File: config.mk
export PLATFORM = sky130hd
export DESIGN_NAME = recovery_password_checker_unit
export DESIGN_NICKNAME = d
export VERILOG_FILES = /design/src/hw/rtl/rpc_pkg.sv /design/src/hw/rtl/rpc_front.sv /design/src/hw/rtl/rpc_queue.sv /design/src/hw/rtl/rpc_back.sv /design/src/hw/rtl/recovery_password_checker_unit.sv
export SDC_FILE = /design/constraint.sdc
export NUM_CORES = 1
export LEC_CHECK = 0
export BUFFER_PORTS_ARGS = -buffer_cell sky130_fd_sc_hd__buf_2
export CORE_ASPECT_RATIO = 1.4
export CORE_MARGIN = 2
export CORE_UTILIZATION = 45
export CTS_CLUSTER_SIZE = 24
export DETAILED_ROUTE_END_ITERATION = 7
export GPL_TIMING_DRIVEN = 1
export HOLD_SLACK_MARGIN = 0.02
export PLACE_DENSITY = 0.64
export RECOVER_POWER = 25
export SLEW_MARGIN = 20
export SYNTH_ARGS = -nofsm -noshare
export SYNTH_HDL_FRONTEND = slang
export SYNTH_SLANG_ARGS = --single-unit
File: constraint.sdc
create_clock -name clk -period 7.5 [get_ports clk]
set_clock_uncertainty 0.1 [all_clocks]
set_input_delay 0.75 -clock clk [delete_from_list [all_inputs] [get_ports clk]]
set_output_delay 0.75 -clock clk [all_outputs]
set_load 0.05 [all_outputs]
File: src/hw/rtl/rpc_pkg.sv
package rpc_pkg;

	localparam int RP_LENGTH = 55;
	localparam int STRIDE    = 7;
	localparam int DIGITS    = 6;
	localparam int COUNT_MAX = 63;

	localparam logic [7:0]  ASCII_ZERO  = 8'd48;
	localparam logic [7:0]  ASCII_NINE  = 8'd57;
	localparam logic [19:0] GROUP_LIMIT = 20'd720896;

	// Exact quotient by eleven for any 20-bit value: (v * 1525202) >> 24.
	localparam logic [20:0] DIV11_RECIP = 21'd1525202;
	localparam int          DIV11_SHIFT = 24;
	localparam int          PROD_W      = 41;

	localparam logic [2:0] ST_OK        = 3'd0;
	localparam logic [2:0] ST_WRONG_LEN = 3'd1;
	localparam logic [2:0] ST_NONDIGIT  = 3'd2;
	localparam logic [2:0] ST_NOT_MULT  = 3'd3;
	localparam logic [2:0] ST_TOO_LARGE = 3'd4;
	localparam logic [2:0] ST_BAD_CHECK = 3'd5;

	typedef struct packed {
		logic        has_group;
		logic [2:0]  gidx;
		logic [19:0] value;
		logic        nondig;
		logic        resid_ok;
		logic        is_last;
		logic        len_ok;
	} rpc_entry_t;

endpackage

File: src/hw/rtl/rpc_front.sv
module rpc_front import rpc_pkg::*; (
	input  logic       clk,
	input  logic       arst_n,
	input  logic       char_valid,
	output logic       char_stall,
	input  logic [7:0] char_code,
	input  logic       is_last,
	input  logic       q_full,
	output logic       push,
	output rpc_entry_t push_entry
);

	logic [5:0]  count_q;
	logic [2:0]  dpos_q;
	logic [2:0]  gidx_q;
	logic [19:0] value_q;
	logic [3:0]  resid_q;
	logic        nondig_q;

	logic        accept;
	logic        in_body;
	logic        digit_pos;
	logic        group_end;
	logic        is_dig;
	logic [3:0]  dig;
	logic [19:0] value_next;
	logic [4:0]  resid_raw;
	logic [3:0]  resid_next;
	logic [5:0]  count_next;

	assign char_stall = q_full;
	assign accept     = char_valid && !q_full;

	always_comb begin
		in_body    = count_q < 6'(RP_LENGTH);
		digit_pos  = in_body && (dpos_q < 3'(DIGITS));
		group_end  = digit_pos && (dpos_q == 3'(DIGITS - 1));
		is_dig     = (char_code >= ASCII_ZERO) && (char_code <= ASCII_NINE);
		dig        = is_dig ? 4'(char_code - ASCII_ZERO) : 4'd0;
		value_next = (value_q << 3) + (value_q << 1) + 20'(dig);
		if (dpos_q[0] == 1'b0) begin
			resid_raw = {1'b0, resid_q} + {1'b0, dig};
		end else begin
			resid_raw = {1'b0, resid_q} + 5'd11 - {1'b0, dig};
		end
		resid_next = (resid_raw >= 5'd11) ? 4'(resid_raw - 5'd11) : resid_raw[3:0];
		count_next = (count_q == 6'(COUNT_MAX)) ? count_q : count_q + 6'd1;
	end

	assign push = accept && (group_end || is_last);

	always_comb begin
		push_entry.has_group = group_end;
		push_entry.gidx      = gidx_q;
		push_entry.value     = value_next;
		push_entry.nondig    = nondig_q || !is_dig;
		push_entry.resid_ok  = (resid_q == dig);
		push_entry.is_last   = is_last;
		push_entry.len_ok    = (count_next == 6'(RP_LENGTH));
	end

	always_ff @(posedge clk or negedge arst_n) begin
		if (!arst_n) begin
			count_q  <= '0;
			dpos_q   <= '0;
			gidx_q   <= '0;
			value_q  <= '0;
			resid_q  <= '0;
			nondig_q <= 1'b0;
		end else if (accept) begin
			if (is_last) begin
				count_q  <= '0;
				dpos_q   <= '0;
				gidx_q   <= '0;
				value_q  <= '0;
				resid_q  <= '0;
				nondig_q <= 1'b0;
			end else begin
				count_q <= count_next;
				if (in_body) begin
					if (dpos_q == 3'(STRIDE - 1)) begin
						dpos_q <= '0;
						gidx_q <= gidx_q + 3'd1;
					end else begin
						dpos_q <= dpos_q + 3'd1;
					end
				end
				if (group_end) begin
					value_q  <= '0;
					resid_q  <= '0;
					nondig_q <= 1'b0;
				end else if (digit_pos) begin
					value_q  <= value_next;
					resid_q  <= resid_next;
					nondig_q <= nondig_q || !is_dig;
				end
			end
		end
	end

endmodule

File: src/hw/rtl/rpc_queue.sv
module rpc_queue import rpc_pkg::*; #(
	parameter int DEPTH = 4
) (
	input  logic       clk,
	input  logic       arst_n,
	input  logic       push,
	input  rpc_entry_t push_entry,
	output logic       full,
	input  logic       pop,
	output logic       empty,
	output rpc_entry_t head
);

	localparam int PTR_W = $clog2(DEPTH);
	localparam int CNT_W = $clog2(DEPTH + 1);

	rpc_entry_t         mem_q [DEPTH];
	logic [PTR_W-1:0]   wr_ptr_q;
	logic [PTR_W-1:0]   rd_ptr_q;
	logic [CNT_W-1:0]   count_q;

	assign full  = (count_q == CNT_W'(DEPTH));
	assign empty = (count_q == '0);
	assign head  = mem_q[rd_ptr_q];

	always_ff @(posedge clk) begin
		if (push) begin
			mem_q[wr_ptr_q] <= push_entry;
		end
	end

	always_ff @(posedge clk or negedge arst_n) begin
		if (!arst_n) begin
			wr_ptr_q <= '0;
			rd_ptr_q <= '0;
			count_q  <= '0;
		end else begin
			if (push) begin
				wr_ptr_q <= (wr_ptr_q == PTR_W'(DEPTH - 1)) ? '0 : wr_ptr_q + PTR_W'(1);
			end
			if (pop) begin
				rd_ptr_q <= (rd_ptr_q == PTR_W'(DEPTH - 1)) ? '0 : rd_ptr_q + PTR_W'(1);
			end
			if (push && !pop) begin
				count_q <= count_q + CNT_W'(1);
			end else if (pop && !push) begin
				count_q <= count_q - CNT_W'(1);
			end
		end
	end

endmodule

File: src/hw/rtl/rpc_back.sv
module rpc_back import rpc_pkg::*; (
	input  logic        clk,
	input  logic        arst_n,
	input  logic        q_empty,
	input  rpc_entry_t  q_head,
	output logic        pop,
	output logic        result_valid,
	input  logic        result_stall,
	output logic        is_final,
	output logic [2:0]  group_index,
	output logic [15:0] group_word,
	output logic [2:0]  status
);

	logic              valid_s1;
	rpc_entry_t        entry_s1;
	logic [PROD_W-1:0] prod_s1;

	logic              valid_s2;
	logic              has_group_s2;
	logic [2:0]        gidx_s2;
	logic [15:0]       word_s2;
	logic [2:0]        st_s2;
	logic              last_s2;
	logic              len_ok_s2;
	logic              grp_done_s2;

	logic [2:0]        first_error_q;
	logic              out_valid_q;
	logic              out_final_q;
	logic [2:0]        out_gidx_q;
	logic [15:0]       out_word_q;
	logic [2:0]        out_st_q;

	logic [16:0]       quot;
	logic [20:0]       quot_x11;
	logic [2:0]        st_calc;
	logic              out_free;
	logic              emit;
	logic              emit_group;
	logic              retire_s2;
	logic              load_s2;

	always_comb begin
		quot     = prod_s1[PROD_W-1:DIV11_SHIFT];
		quot_x11 = 21'({quot, 3'b000}) + 21'({quot, 1'b0}) + 21'(quot);
		if (entry_s1.nondig) begin
			st_calc = ST_NONDIGIT;
		end else if (quot_x11 != {1'b0, entry_s1.value}) begin
			st_calc = ST_NOT_MULT;
		end else if (entry_s1.value >= GROUP_LIMIT) begin
			st_calc = ST_TOO_LARGE;
		end else if (!entry_s1.resid_ok) begin
			st_calc = ST_BAD_CHECK;
		end else begin
			st_calc = ST_OK;
		end
	end

	assign out_free   = !out_valid_q || !result_stall;
	assign emit       = valid_s2 && out_free;
	assign emit_group = has_group_s2 && !grp_done_s2;
	assign retire_s2  = emit && !(emit_group && last_s2);
	assign load_s2    = valid_s1 && (!valid_s2 || retire_s2);
	assign pop        = !q_empty && (!valid_s1 || load_s2);

	always_ff @(posedge clk) begin
		if (pop) begin
			entry_s1 <= q_head;
			prod_s1  <= {21'd0, q_head.value} * {20'd0, DIV11_RECIP};
		end
		if (load_s2) begin
			has_group_s2 <= entry_s1.has_group;
			gidx_s2      <= entry_s1.gidx;
			word_s2      <= (st_calc == ST_OK) ? quot[15:0] : 16'd0;
			st_s2        <= st_calc;
			last_s2      <= entry_s1.is_last;
			len_ok_s2    <= entry_s1.len_ok;
		end
		if (emit) begin
			out_final_q <= !emit_group;
			out_gidx_q  <= emit_group ? gidx_s2 : 3'd0;
			out_word_q  <= emit_group ? word_s2 : 16'd0;
			if (emit_group) begin
				out_st_q <= st_s2;
			end else begin
				out_st_q <= len_ok_s2 ? first_error_q : ST_WRONG_LEN;
			end
		end
	end

	always_ff @(posedge clk or negedge arst_n) begin
		if (!arst_n) begin
			valid_s1      <= 1'b0;
			valid_s2      <= 1'b0;
			grp_done_s2   <= 1'b0;
			first_error_q <= ST_OK;
			out_valid_q   <= 1'b0;
		end else begin
			if (pop) begin
				valid_s1 <= 1'b1;
			end else if (load_s2) begin
				valid_s1 <= 1'b0;
			end
			if (load_s2) begin
				valid_s2    <= 1'b1;
				grp_done_s2 <= 1'b0;
			end else if (retire_s2) begin
				valid_s2 <= 1'b0;
			end else if (emit && emit_group) begin
				grp_done_s2 <= 1'b1;
			end
			if (emit) begin
				if (emit_group) begin
					if (st_s2 != ST_OK && first_error_q == ST_OK) begin
						first_error_q <= st_s2;
					end
				end else begin
					first_error_q <= ST_OK;
				end
			end
			if (out_free) begin
				out_valid_q <= emit;
			end
		end
	end

	assign result_valid = out_valid_q;
	assign is_final     = out_final_q;
	assign group_index  = out_gidx_q;
	assign group_word   = out_word_q;
	assign status       = out_st_q;

endmodule

File: src/hw/rtl/recovery_password_checker_unit.sv
// Channel   Direction  Handshake                  Payload
// char      in         char_valid / char_stall    char_code, is_last
// result    out        result_valid / result_stall is_final, group_index, group_word, status
//
// One character is taken each cycle while char_stall is low; the front end parses it in that same cycle.
// A group or overall result passes through the request queue, the divide-by-eleven
// multiplier stage, the status stage and the output register.
// A closing character that also ends a group gives two results, the group result first and then the overall result.
// char_stall rises only while the request queue holds QUEUE_DEPTH entries.
// Reset clears all parse state, the first error and every valid flag at once.
module recovery_password_checker_unit import rpc_pkg::*; #(
	parameter int QUEUE_DEPTH = 4
) (
	input  logic        clk,
	input  logic        arst_n,
	input  logic        char_valid,
	output logic        char_stall,
	input  logic [7:0]  char_code,
	input  logic        is_last,
	output logic        result_valid,
	input  logic        result_stall,
	output logic        is_final,
	output logic [2:0]  group_index,
	output logic [15:0] group_word,
	output logic [2:0]  status
);

	logic       push;
	logic       pop;
	logic       q_full;
	logic       q_empty;
	rpc_entry_t push_entry;
	rpc_entry_t q_head;

	rpc_front u_front (
		.clk        (clk),
		.arst_n     (arst_n),
		.char_valid (char_valid),
		.char_stall (char_stall),
		.char_code  (char_code),
		.is_last    (is_last),
		.q_full     (q_full),
		.push       (push),
		.push_entry (push_entry)
	);

	rpc_queue #(
		.DEPTH (QUEUE_DEPTH)
	) u_queue (
		.clk        (clk),
		.arst_n     (arst_n),
		.push       (push),
		.push_entry (push_entry),
		.full       (q_full),
		.pop        (pop),
		.empty      (q_empty),
		.head       (q_head)
	);

	rpc_back u_back (
		.clk          (clk),
		.arst_n       (arst_n),
		.q_empty      (q_empty),
		.q_head       (q_head),
		.pop          (pop),
		.result_valid (result_valid),
		.result_stall (result_stall),
		.is_final     (is_final),
		.group_index  (group_index),
		.group_word   (group_word),
		.status       (status)
	);

`ifndef SYNTHESIS
	a_final_clean : assert property (@(posedge clk) disable iff (!arst_n)
		result_valid && is_final |-> group_index == 3'd0 && group_word == 16'd0)
		else $error("overall result carries group data");

	a_failed_word_zero : assert property (@(posedge clk) disable iff (!arst_n)
		result_valid && !is_final && status != ST_OK |-> group_word == 16'd0)
		else $error("failed group reports a nonzero word");

	a_group_status : assert property (@(posedge clk) disable iff (!arst_n)
		result_valid && !is_final |-> status != ST_WRONG_LEN && status <= ST_BAD_CHECK)
		else $error("group result with an impossible status");

	a_pop_nonempty : assert property (@(posedge clk) disable iff (!arst_n)
		pop |-> !q_empty)
		else $error("request taken from an empty queue");
`endif

endmodule
==> results of run 1 <==
==> cells in the final DEF, fill, tap and decap left out, drive strengths merged, types with 11 or more instances in the layout <==
cell type / instances
a21o: 32
a21oi: 53
a22o: 23
and2: 32
buf: 108
clkbuf: 37
dfrtp: 50
edfxtp: 205
fa: 160
ha: 293
inv: 284
mux4: 28
nand2: 75
nand3: 23
nor2: 44
nor3: 17
nor4: 21
o21ai: 45
or3: 11
xnor2: 51
xor2: 24
==> worst register-to-register path: cells and delay by family (launching register included) <==
family | cells | cell delay [ps]
adder cells (fa/ha/maj) | 8 | 3560
AO/OA/AOI/OAI | 6 | 1220
multiplexers | 1 | 650
buffers and inverters | 3 | 600
AND/OR/NAND/NOR | 2 | 450
flip-flops | 1 | 430
==> cells by family (layout without fill, tap and decap cells) <==
family                     count (synthesis)  in the layout
xor gates and xnor gates                  75             75
DFF                                      255            255
buffers and inverters                    311            445
adders and majority gates                453            453
muxes                                     34             34
and+or+nand+nor                          266            266
AOI/OAI and AO/OA                        213            213
==> sequential cells by signal, indices dropped and copies added, names as in the netlist, 4 cells and up <==
| register | count |
|---|---|
| u_queue.mem_q | 112 |
| u_back.word_s2 | 16 |
| u_front.resid_q | 4 |
| u_back.entry_s1 | 28 |
| u_front.value_q | 19 |
| u_back.group_word | 16 |
| u_back.prod_s1 | 17 |
| u_front.count_q | 6 |
==> area by class of cell <==
class | count | area (um2) | share of cell area [%]
Clock buffer | 32 | 683 | 3.07
Multi-Input combinational cell | 1041 | 11300 | 50.9
Sequential cell | 255 | 7410 | 33.3
Clock inverter | 16 | 251 | 1.13
Timing Repair Buffer | 113 | 832 | 3.74
Inverter | 284 | 1070 | 4.79
Tap cell | 552 | 691 | 3.10
==> synth_stat cells (all sizes together) (3+ instances only) <==
master / instances
nand3: 23
clkbuf: 17
edfxtp: 205
ha: 293
inv: 284
fa: 160
a31oi: 6
nor2b: 8
o31ai: 4
dfrtp: 50
nand4: 6
nor4: 21
a22o: 23
a21o: 32
mux4: 28
nand2b: 8
o21ai: 45
a21oi: 53
a311oi: 3
a211oi: 7
xor2: 24
or2: 3
nand2: 75
o21a: 3
o21bai: 5
a22oi: 4
or3: 11
and2: 32
xnor2: 51
nor3: 17
mux2: 4
buf: 10
nor2: 44
and3: 8
==> per-stage QoR <==
| stage | util, % | setup TNS, ps | instance area, um2 | cells | worst slack (ps) |
|---|---|---|---|---|---|
| 3_3_place_gp | 48.5 | 0 | 20900 | 2226 | 172 |
| 5_1_grt | 51.6 | -186 | 22300 | 2293 | -66.0 |
| 6_report | 51.6 | 0 | 22300 | 2293 | 222 |
| 3_5_place_dp | 48.5 | 0 | 20900 | 2226 | 30.9 |
| 4_1_cts | 50.7 | 0 | 21800 | 2274 | 18.8 |
| 2_1_floorplan | - | 0 | 19700 | 1607 | 22.7 |
==> what timing repair did <==
| action | 4_1_cts | 5_1_grt |
|---|---|---|
| resized for setup | 0 | 42 |
| setup buffers | 0 | 18 |
| setup endpoints to repair | 0 | 10 |
| hold buffers | 0 | 0 |
==> worst max path at each step <==
| stage | endpoint | startpoint |
|---|---|---|
| 6_report | u_back.prod_s1[39] | u_queue.rd_ptr_q[0] |
| 5_1_grt | u_back.prod_s1[39] | u_queue.rd_ptr_q[0] |
| 4_1_cts | u_back.prod_s1[39] | u_queue.rd_ptr_q[0] |
| 3_5_place_dp | u_back.prod_s1[39] | u_queue.rd_ptr_q[0] |
| 3_3_place_gp | u_back.prod_s1[39] | u_queue.rd_ptr_q[0] |
| 2_1_floorplan | u_back.prod_s1[39] | u_queue.rd_ptr_q[0] |
==> metal layers <==
layer	up-vias	routed length, um
li1	5802	-
met5	-	0
met2	182	22900
met4	0	1590
met1	6151	15900
met3	79	1030
==> flow_metrics.tcl, run 1 <==
set metrics [dict create \
    status "finished, violations left" \
    violations "capacitance limit, slew limit" \
    fp.dieH_um 251 \
    period_needed_ps 7280 \
    hold_class "register to register" \
    start_util_pct 45.6 \
    r2r_cells 20 \
    synthAdderAreaFrac_pct 34.9 \
    worst-path-stages 20 \
    synth-edff-count 205 \
    cts_buffer_depth 3 \
    synthTopCellsByArea "edfxtp_1 (31%), ha_1 (19%), fa_1 (16%)" \
    synth.distinct_cells 73 \
    gr-usage-met3_pct 1.86 \
    htree_levels 1 \
    drt-initial-drc-count 639 \
    die_x_um 181 \
    via_per_inst 5.33 \
    place_congestion 0.900 \
    required_ps 7690 \
    drive_gt1_share_pct 13.8 \
    synth_nets 2073 \
    critPathMostFrequentCell "fa_1" \
    end_kind "register" \
    antennaDiodeCount 0 \
    netlist_instances 1607 \
    die_area_mm2 0.0455 \
    coreArea_mm2 0.0431 \
    synth-seq-cells 255 \
    drc 0 \
    synth_top_family_by_area "adder cells" \
    grt_usage_pct 18.5 \
    grt.overflow.total 0 \
    clk_pin_slew_worst_paths_ps 60 \
    rrSetupSlack_ps 220 \
    synthDominantCellAreaShare_pct 31.3 \
    setup-violations-final 0 \
    fin_hold_ws_ps 319 \
    crit_chain "clkbuf_16 > mux4_2 > buf_4 > ha_1 > fa_1 > fa_1 > fa_1 > fa_1 > fa_1 > ha_1 > ha_1 > o2111ai_2 > a21o_1 > a311oi_2 > buf_4 > a2111oi_4 > o311ai_2 > nand4_1 > and2_4 > a311o_1" \
    io_buffers 37 \
    drtAntennaViolNets 0 \
    grt_max_degree 51 \
    fmax_ghz 0.137 \
    clk_latency_ps 560 \
    cts_root_buffer "clkbuf_16" \
    busiest_layer "met2" \
    hold_end "u_back.last_s2" \
    grt_pass1_wl_um 66900 \
    dr.pass1.iters 4 \
    core.rowCount 90 \
    ios 38 \
    dpl.hpwl_um 32300 \
    num_vias 12200 \
    cpMaxStageDelayCell "mux4_2" \
    crit_fanout 7 \
    area_growth_pct 13.1 \
    synthMuxAreaShare_pct 3.53 \
    synth_async_sr_flop_share_pct 19.6 \
    hold_start "u_back.entry_s1[1]" \
    use_met1_pct 20.4 \
    grt_pass1_vias 13200 \
    yosys_warnings 0 \
    timing.max_cap.violations 1 \
    antenna_found_initial 0 \
    synth_seq_area_share_pct 37.6 \
    crit_type "register to register" \
    min_path_cells 0 \
    slew_headroom_pct -102 \
    synth_simple_gate_area_share_pct 7.16 \
    cts.sinks 255 \
    hold_viol_final 0 \
    cpLargestDelayFamily "adder cells" \
    cp_num_buf_inv 3 \
    worst_pin_slew_ps 3040 \
    synth_xor_area_share_pct 3.34 \
    fill_cells 3768 \
    synth.avg_cell_area_um2 12.2 \
    cts_buffers 26 \
    r2r-end "u_back.prod_s1[39]" \
    synth_compound_gate_area_share_pct 7.39 \
    detail_route.wl_per_cell_um 18.1 \
    gr-usage-met2_pct 35.9 \
    cpPeakStageDelay_ps 640 \
    slew_viol_final 51 \
    syn_area_mm2 0.0197 \
    cp-start-kind "register" \
    reg2reg_from "u_queue.rd_ptr_q[0]" \
    cts_tree "yes" \
    nets 2187 \
    layout_worst_path_cycle_share_pct 97.0 \
    routed_wl_um 41400 \
    crit_arrival_ps 7470 \
    ys.flop_type "edfxtp_1" \
    yosysTopAreaCell "edfxtp_1" \
]
Power of run 1 is not shown: default switching activity piles up to over one toggle a cycle in this logic, so the estimate is an artifact.
==> run 2: changes to the inputs <==
Settings changed: ABC_AREA set to 1.
==> run 2 against run 1 <==
  * The flow still finishes with violations (capacitance limit, slew limit)
  * Via count rose by 20%
  * Die area rose by 6.4%
  * Wire length rose by 15%
  * Register-to-register slack improved by 340 ps
  * Hold slack barely moved
  * Critical path depth rose by 4
==> flow_metrics.tcl, run 2 <==
set metrics [dict create \
    synth_async_sr_flop_share_pct 19.6 \
    coreArea_mm2 0.0460 \
    drive_gt1_share_pct 7.29 \
    dpl.hpwl_um 37700 \
    period_needed_ps 6940 \
    netlist_instances 2166 \
    grt_setup_unrepaired "no" \
    status "finished, violations left" \
    cts_root_buffer "clkbuf_16" \
    crit_fanout 33 \
    violations "capacitance limit, slew limit" \
    grt_pass1_vias 15700 \
    synth_seq_area_share_pct 35.3 \
    dr.max_layer_used "met4" \
    timing.max_cap.violations 2 \
    drt-initial-drc-count 775 \
    synthMuxAreaShare_pct 0 \
    min_path_cells 0 \
    crit_arrival_ps 7150 \
    detail_route.wl_per_cell_um 16.5 \
    wl_met3_um 1220 \
    layout_worst_path_cycle_share_pct 92.5 \
    syn_area_mm2 0.0210 \
    synth-edff-count 205 \
    die_area_mm2 0.0484 \
    required_ps 7710 \
    routed_wl_um 47500 \
    synth.avg_cell_area_um2 9.68 \
    synthDominantCellAreaShare_pct 29.4 \
    crit_chain "inv_1 > buf_4 > nand2_1 > a32oi_1 > clkbuf_1 > fa_1 > ha_1 > fa_1 > fa_1 > fa_1 > inv_1 > fa_1 > inv_1 > ha_1 > ha_1 > nand2_1 > nor2_1 > inv_1 > nor2_1 > nand3_1 > o21ai_0 > nand2_1 > nand3_1 > nand2_1" \
    end_kind "register" \
    grt.overflow.total 0 \
    grt_usage_pct 20.1 \
    wl_met1_um 18900 \
    synth.distinct_cells 51 \
    yosys_warnings 0 \
    antennaDiodeCount 0 \
    area_growth_pct 9.71 \
    mostFrequentLayoutCells "inv_1 (463), nand2_1 (328), ha_1 (293)" \
    hold_viol_final 0 \
    cts_tree "yes" \
    synth_simple_gate_area_share_pct 12.8 \
    synth_common_cells "inv_1 (464), nand2_1 (328), ha_1 (293), edfxtp_1 (205), fa_1 (160)" \
    clk_pin_slew_worst_paths_ps 60 \
    setup_tns_ps 0 \
    hold_buffers 0 \
    num_vias 14700 \
    synth_compound_gate_area_share_pct 7.96 \
    critPathMostFrequentCell "fa_1" \
    largest_register_ffs 112 \
    ios 38 \
    antenna_found_initial 0 \
    layout.cells.most_common "inv_1" \
    clk_latency_ps 560 \
    slew_headroom_pct -98.0 \
    cpPeakStageDelay_ps 700 \
    place_congestion 0.907 \
    reg_top3 "u_queue.mem_q x112, u_back.entry_s1 x28, u_front.value_q x19" \
    fmax_ghz 0.144 \
    synth_nets 2632 \
    io_buffers 37 \
    cts.sinks 255 \
    crit_type "register to register" \
    setup-violations-final 0 \
    grt_pass1_wl_um 78100 \
    via_per_inst 5.11 \
    synth-seq-cells 255 \
    synthTopCellsByArea "edfxtp_1 (29%), ha_1 (17%), fa_1 (15%)" \
    cts_setup_buffers 0 \
    wl_met2_um 25600 \
    regMostFlops "u_queue.mem_q" \
    synth_xor_area_share_pct 2.17 \
    fp.dieH_um 259 \
    worst_pin_slew_ps 2970 \
    cpMaxStageDelayCell "clkbuf_1" \
    die_x_um 186 \
    hold_class "register to register" \
    cts.repair.resized 0 \
    synthAdderAreaFrac_pct 32.8 \
    grt_max_degree 60 \
    cp-start-kind "register" \
    nets 2709 \
    drtAntennaViolNets 0 \
    synth_top_family_by_area "adder cells" \
    ys.flop_type "edfxtp_1" \
    slew_viol_final 76 \
    r2r_cells 24 \
    cts_buffer_depth 3 \
    yosys.cell_count.top_type "inv_1" \
    yosysTopAreaCell "edfxtp_1" \
    dr.pass1.iters 6 \
    drc 0 \
    fill_cells 4185 \
    start_util_pct 45.6 \
    htree_levels 1 \
    cts_buffers 27 \
    core.rowCount 93 \
]
[run 2: cell count changes in the layout (fill, tap and decap cells not counted), sizes merged, moves of 35 or more]
cell,change
o21ai,+55
a21oi,+50
buf,-38
inv,+187
xnor2,-35
nand2,+262
nor2,+126
nand3,+47
[run 2: through the flow]
stage | instances | setup slack, ps | util, % | cell area [um2] | hold WS, ps
after global routing | 2881 | 263 | 50.0 | 23000 | 329
after global placement | 2831 | 765 | 48.1 | 22100 | 303
final | 2881 | 560 | 50.0 | 23000 | 319
after detailed placement | 2831 | 691 | 48.1 | 22100 | 305
after CTS | 2881 | 683 | 50.1 | 23000 | 233
after floorplan | 2166 | 627 | - | 21000 | 300
[run 2: area by class of cell]
cell class / instances / area [um2] / area share, %
clock buffers: 35 / 746 / 3.24
repair buffers: 73 / 459 / 2.00
clock inverters: 15 / 158 / 0.685
multi-input cells: 1416 / 11700 / 50.8
inverters: 470 / 1770 / 7.68
flip-flops and latches: 255 / 7410 / 32.2
well taps: 617 / 772 / 3.36
[run 2: per-layer routing]
layer  vias up  GRT usage, %
met1      7180          22.3
met4         0          7.60
li1       7205             -
met3       100          1.81
met2       228          39.4
met5         -             0
[run 2: worst paths after layout]
check | to | start | slack [ps]
hold / removal | u_back.has_group_s2 | u_back.entry_s1[27] | 320
setup / recovery | u_back.prod_s1[33] | u_queue.rd_ptr_q[0] | 560
setup reg to reg | u_back.prod_s1[33] | u_queue.rd_ptr_q[0] | 560
hold reg to reg | u_back.has_group_s2 | u_back.entry_s1[27] | 320
min in group asynchronous | u_front.count_q[4] | arst_n | 1160
max in group asynchronous | u_front.value_q[3] | arst_n | 4460
[run 2: kinds of logic after synthesis]
family / count (synthesis)
and+or+nand+nor: 624
xor gates and xnor gates: 52
AOI/OAI and AO/OA: 287
adders and majority gates: 453
buffers and inverters: 495
DFF: 255
[run 2: critical path, delay by kind of cell, from the launching register on]
kind            cells  cell delay, ps
simple gates        8             800
fa+ha+maj           8            3540
buf+inv             6            1250
flops               1             410
compound gates      2             590
Power of run 2 is left out for the same reason.
==> run 3: changes to the inputs <==
Settings changed: RECOVER_POWER 25 to 100.
==> run 3 against run 2 <==
  * The run still ends with capacitance limit, slew limit left
  * Sequential share of layout area increased by 0.17 points
  * Via count hardly changed
  * Sequential cell count is the same
  * Die area is the same
  * First-iteration DRC count is 2.5% higher
  * Hold slack about the same
  * Critical path depth is the same
  * Final cell count did not move
  * Design area shrank 0.53%
  * Largest cell class unchanged
  * Highest routed layer unchanged
==> flow_metrics.tcl, run 3 (same netlist as run 2, synthesis figures left out) <==
set metrics [dict create \
    status "finished, violations left" \
    violations "capacitance limit, slew limit" \
    start_util_pct 45.6 \
    multi_input_area_mm2 0.0116 \
    ios 38 \
    nets 2709 \
    grt_usage_pct 20.1 \
    dpl_cell_area_mm2 0.0221 \
    die_x_um 186 \
    cts_buffers 27 \
    min_path_cells 0 \
    grt_pass1_vias 15700 \
    fill_cells 4205 \
    die_area_mm2 0.0484 \
    layout_worst_path_cycle_share_pct 92.7 \
    hold_class "register to register" \
    area_growth_pct 9.13 \
    dpl.hpwl_um 37700 \
    grt.overflow.total 0 \
    fmax_ghz 0.144 \
    end_kind "register" \
    crit_type "register to register" \
    cts_tree "yes" \
    r2r-end "u_back.prod_s1[37]" \
    layout.area.seq_mm2 0.00741 \
    reg2reg_from "u_queue.rd_ptr_q[0]" \
    crit_fanout 33 \
    crit_arrival_ps 7170 \
    hold_buffers 0 \
    final_util_pct 49.8 \
    regMostFlops "u_queue.mem_q" \
    io_buffers 37 \
    stdcell_count 2881 \
    grt_pass1_wl_um 78100 \
    drc 0 \
    dr.pass1.iters 6 \
    antennaDiodeCount 0 \
    cts.repair.resized 0 \
    worst_pin_slew_ps 2940 \
    cp-start-kind "register" \
    antenna_found_initial 0 \
    dp.cells 2831 \
    clk_latency_ps 560 \
    cts_setup_buffers 0 \
    reg_top3 "u_queue.mem_q x112, u_back.entry_s1 x28, u_front.value_q x19" \
    cts_root_buffer "clkbuf_16" \
    rrSetupSlack_ps 550 \
    drive_gt1_share_pct 5.34 \
    htree_levels 1 \
    largest_register_ffs 112 \
    setup-violations-final 0 \
    grt_setup_unrepaired "no" \
    drt-initial-drc-count 794 \
    drtAntennaViolNets 0 \
    cts.sinks 255 \
    grt_max_degree 60 \
    fp.dieH_um 259 \
    period_needed_ps 6950 \
    detail_route.wl_per_cell_um 16.5 \
    setup_tns_ps 0 \
    hold_start "u_back.entry_s1[27]" \
    hold_end "u_back.has_group_s2" \
    cts_buffer_depth 3 \
    required_ps 7720 \
    num_vias 14700 \
    clk_pin_slew_worst_paths_ps 60 \
    core.rowCount 93 \
    via_per_inst 5.10 \
    slew_viol_final 269 \
    routed_wl_um 47500 \
    place_congestion 0.907 \
    mostFrequentLayoutCells "inv_1 (463), nand2_1 (331), ha_1 (293)" \
    timing.max_cap.violations 9 \
    layout.cells.most_common "inv_1" \
    r2r_cells 24 \
    final_area_mm2 0.0229 \
    slew_headroom_pct -96.2 \
    hold_viol_final 0 \
    coreArea_mm2 0.0460 \
]
[run 3: cell types whose count changed in the layout (fill, tap and decap cells not counted), sizes merged]
cell / delta
clkinvlp: +1
clkbuf: +36
buf: -36
clkinv: -1
[run 3: final cells by class]
type	count	share of cell area [%]
clock inverter	15	0.689
tap	617	3.37
timing repair buffer	73	1.69
clock buffer	35	3.26
multi-input combinational	1416	50.9
sequential	255	32.4
inverter	470	7.72
[run 3: critical path, stage by stage (launching register included)]
cell and delay (ps):
dfrtp_1 410, inv_1 80, buf_4 310, o21ai_0 150
o22ai_1 630, ha_1 450, ha_1 340, fa_1 540
fa_1 530, fa_1 510, fa_1 540, inv_1 50
fa_1 490, inv_1 40, ha_1 330, a21oi_1 140
inv_1 70, a31oi_1 220, o21ai_0 180, a21oi_1 160
nand2_1 150, nand2_1 130, nand2_1 60, nand2_1 50
nand2_1 40
[run 3: worst max-delay path by stage]
stage | depth (start not counted) | from | slack [ps] | endpoint
2_1_floorplan | 29 | u_queue.rd_ptr_q[0] | 630 | u_back.prod_s1[36]
3_3_place_gp | 23 | u_queue.rd_ptr_q[0] | 760 | u_back.prod_s1[38]
3_5_place_dp | 25 | u_queue.rd_ptr_q[0] | 690 | u_back.prod_s1[38]
4_1_cts | 25 | u_queue.rd_ptr_q[0] | 680 | u_back.prod_s1[38]
5_1_grt | 24 | u_queue.rd_ptr_q[0] | 170 | u_back.prod_s1[37]
6_report | 24 | u_queue.rd_ptr_q[0] | 550 | u_back.prod_s1[37]
[run 3: metrics by stage]
stage	worst slack, ps	hold WS, ps
floorplan	627	300
global placement	765	303
detailed placement	691	305
CTS	683	233
global route	169	329
finish	547	319
[run 3: per-layer routing]
layer	vias to the layer above	global-route usage [%]	share of wire, %
li1	7210	-	-
met1	7144	22.3	40
met5	-	0	0
met2	252	39.4	54
met3	95	1.81	2.8
met4	0	7.60	3.6
Power of run 3 is left out for the same reason.
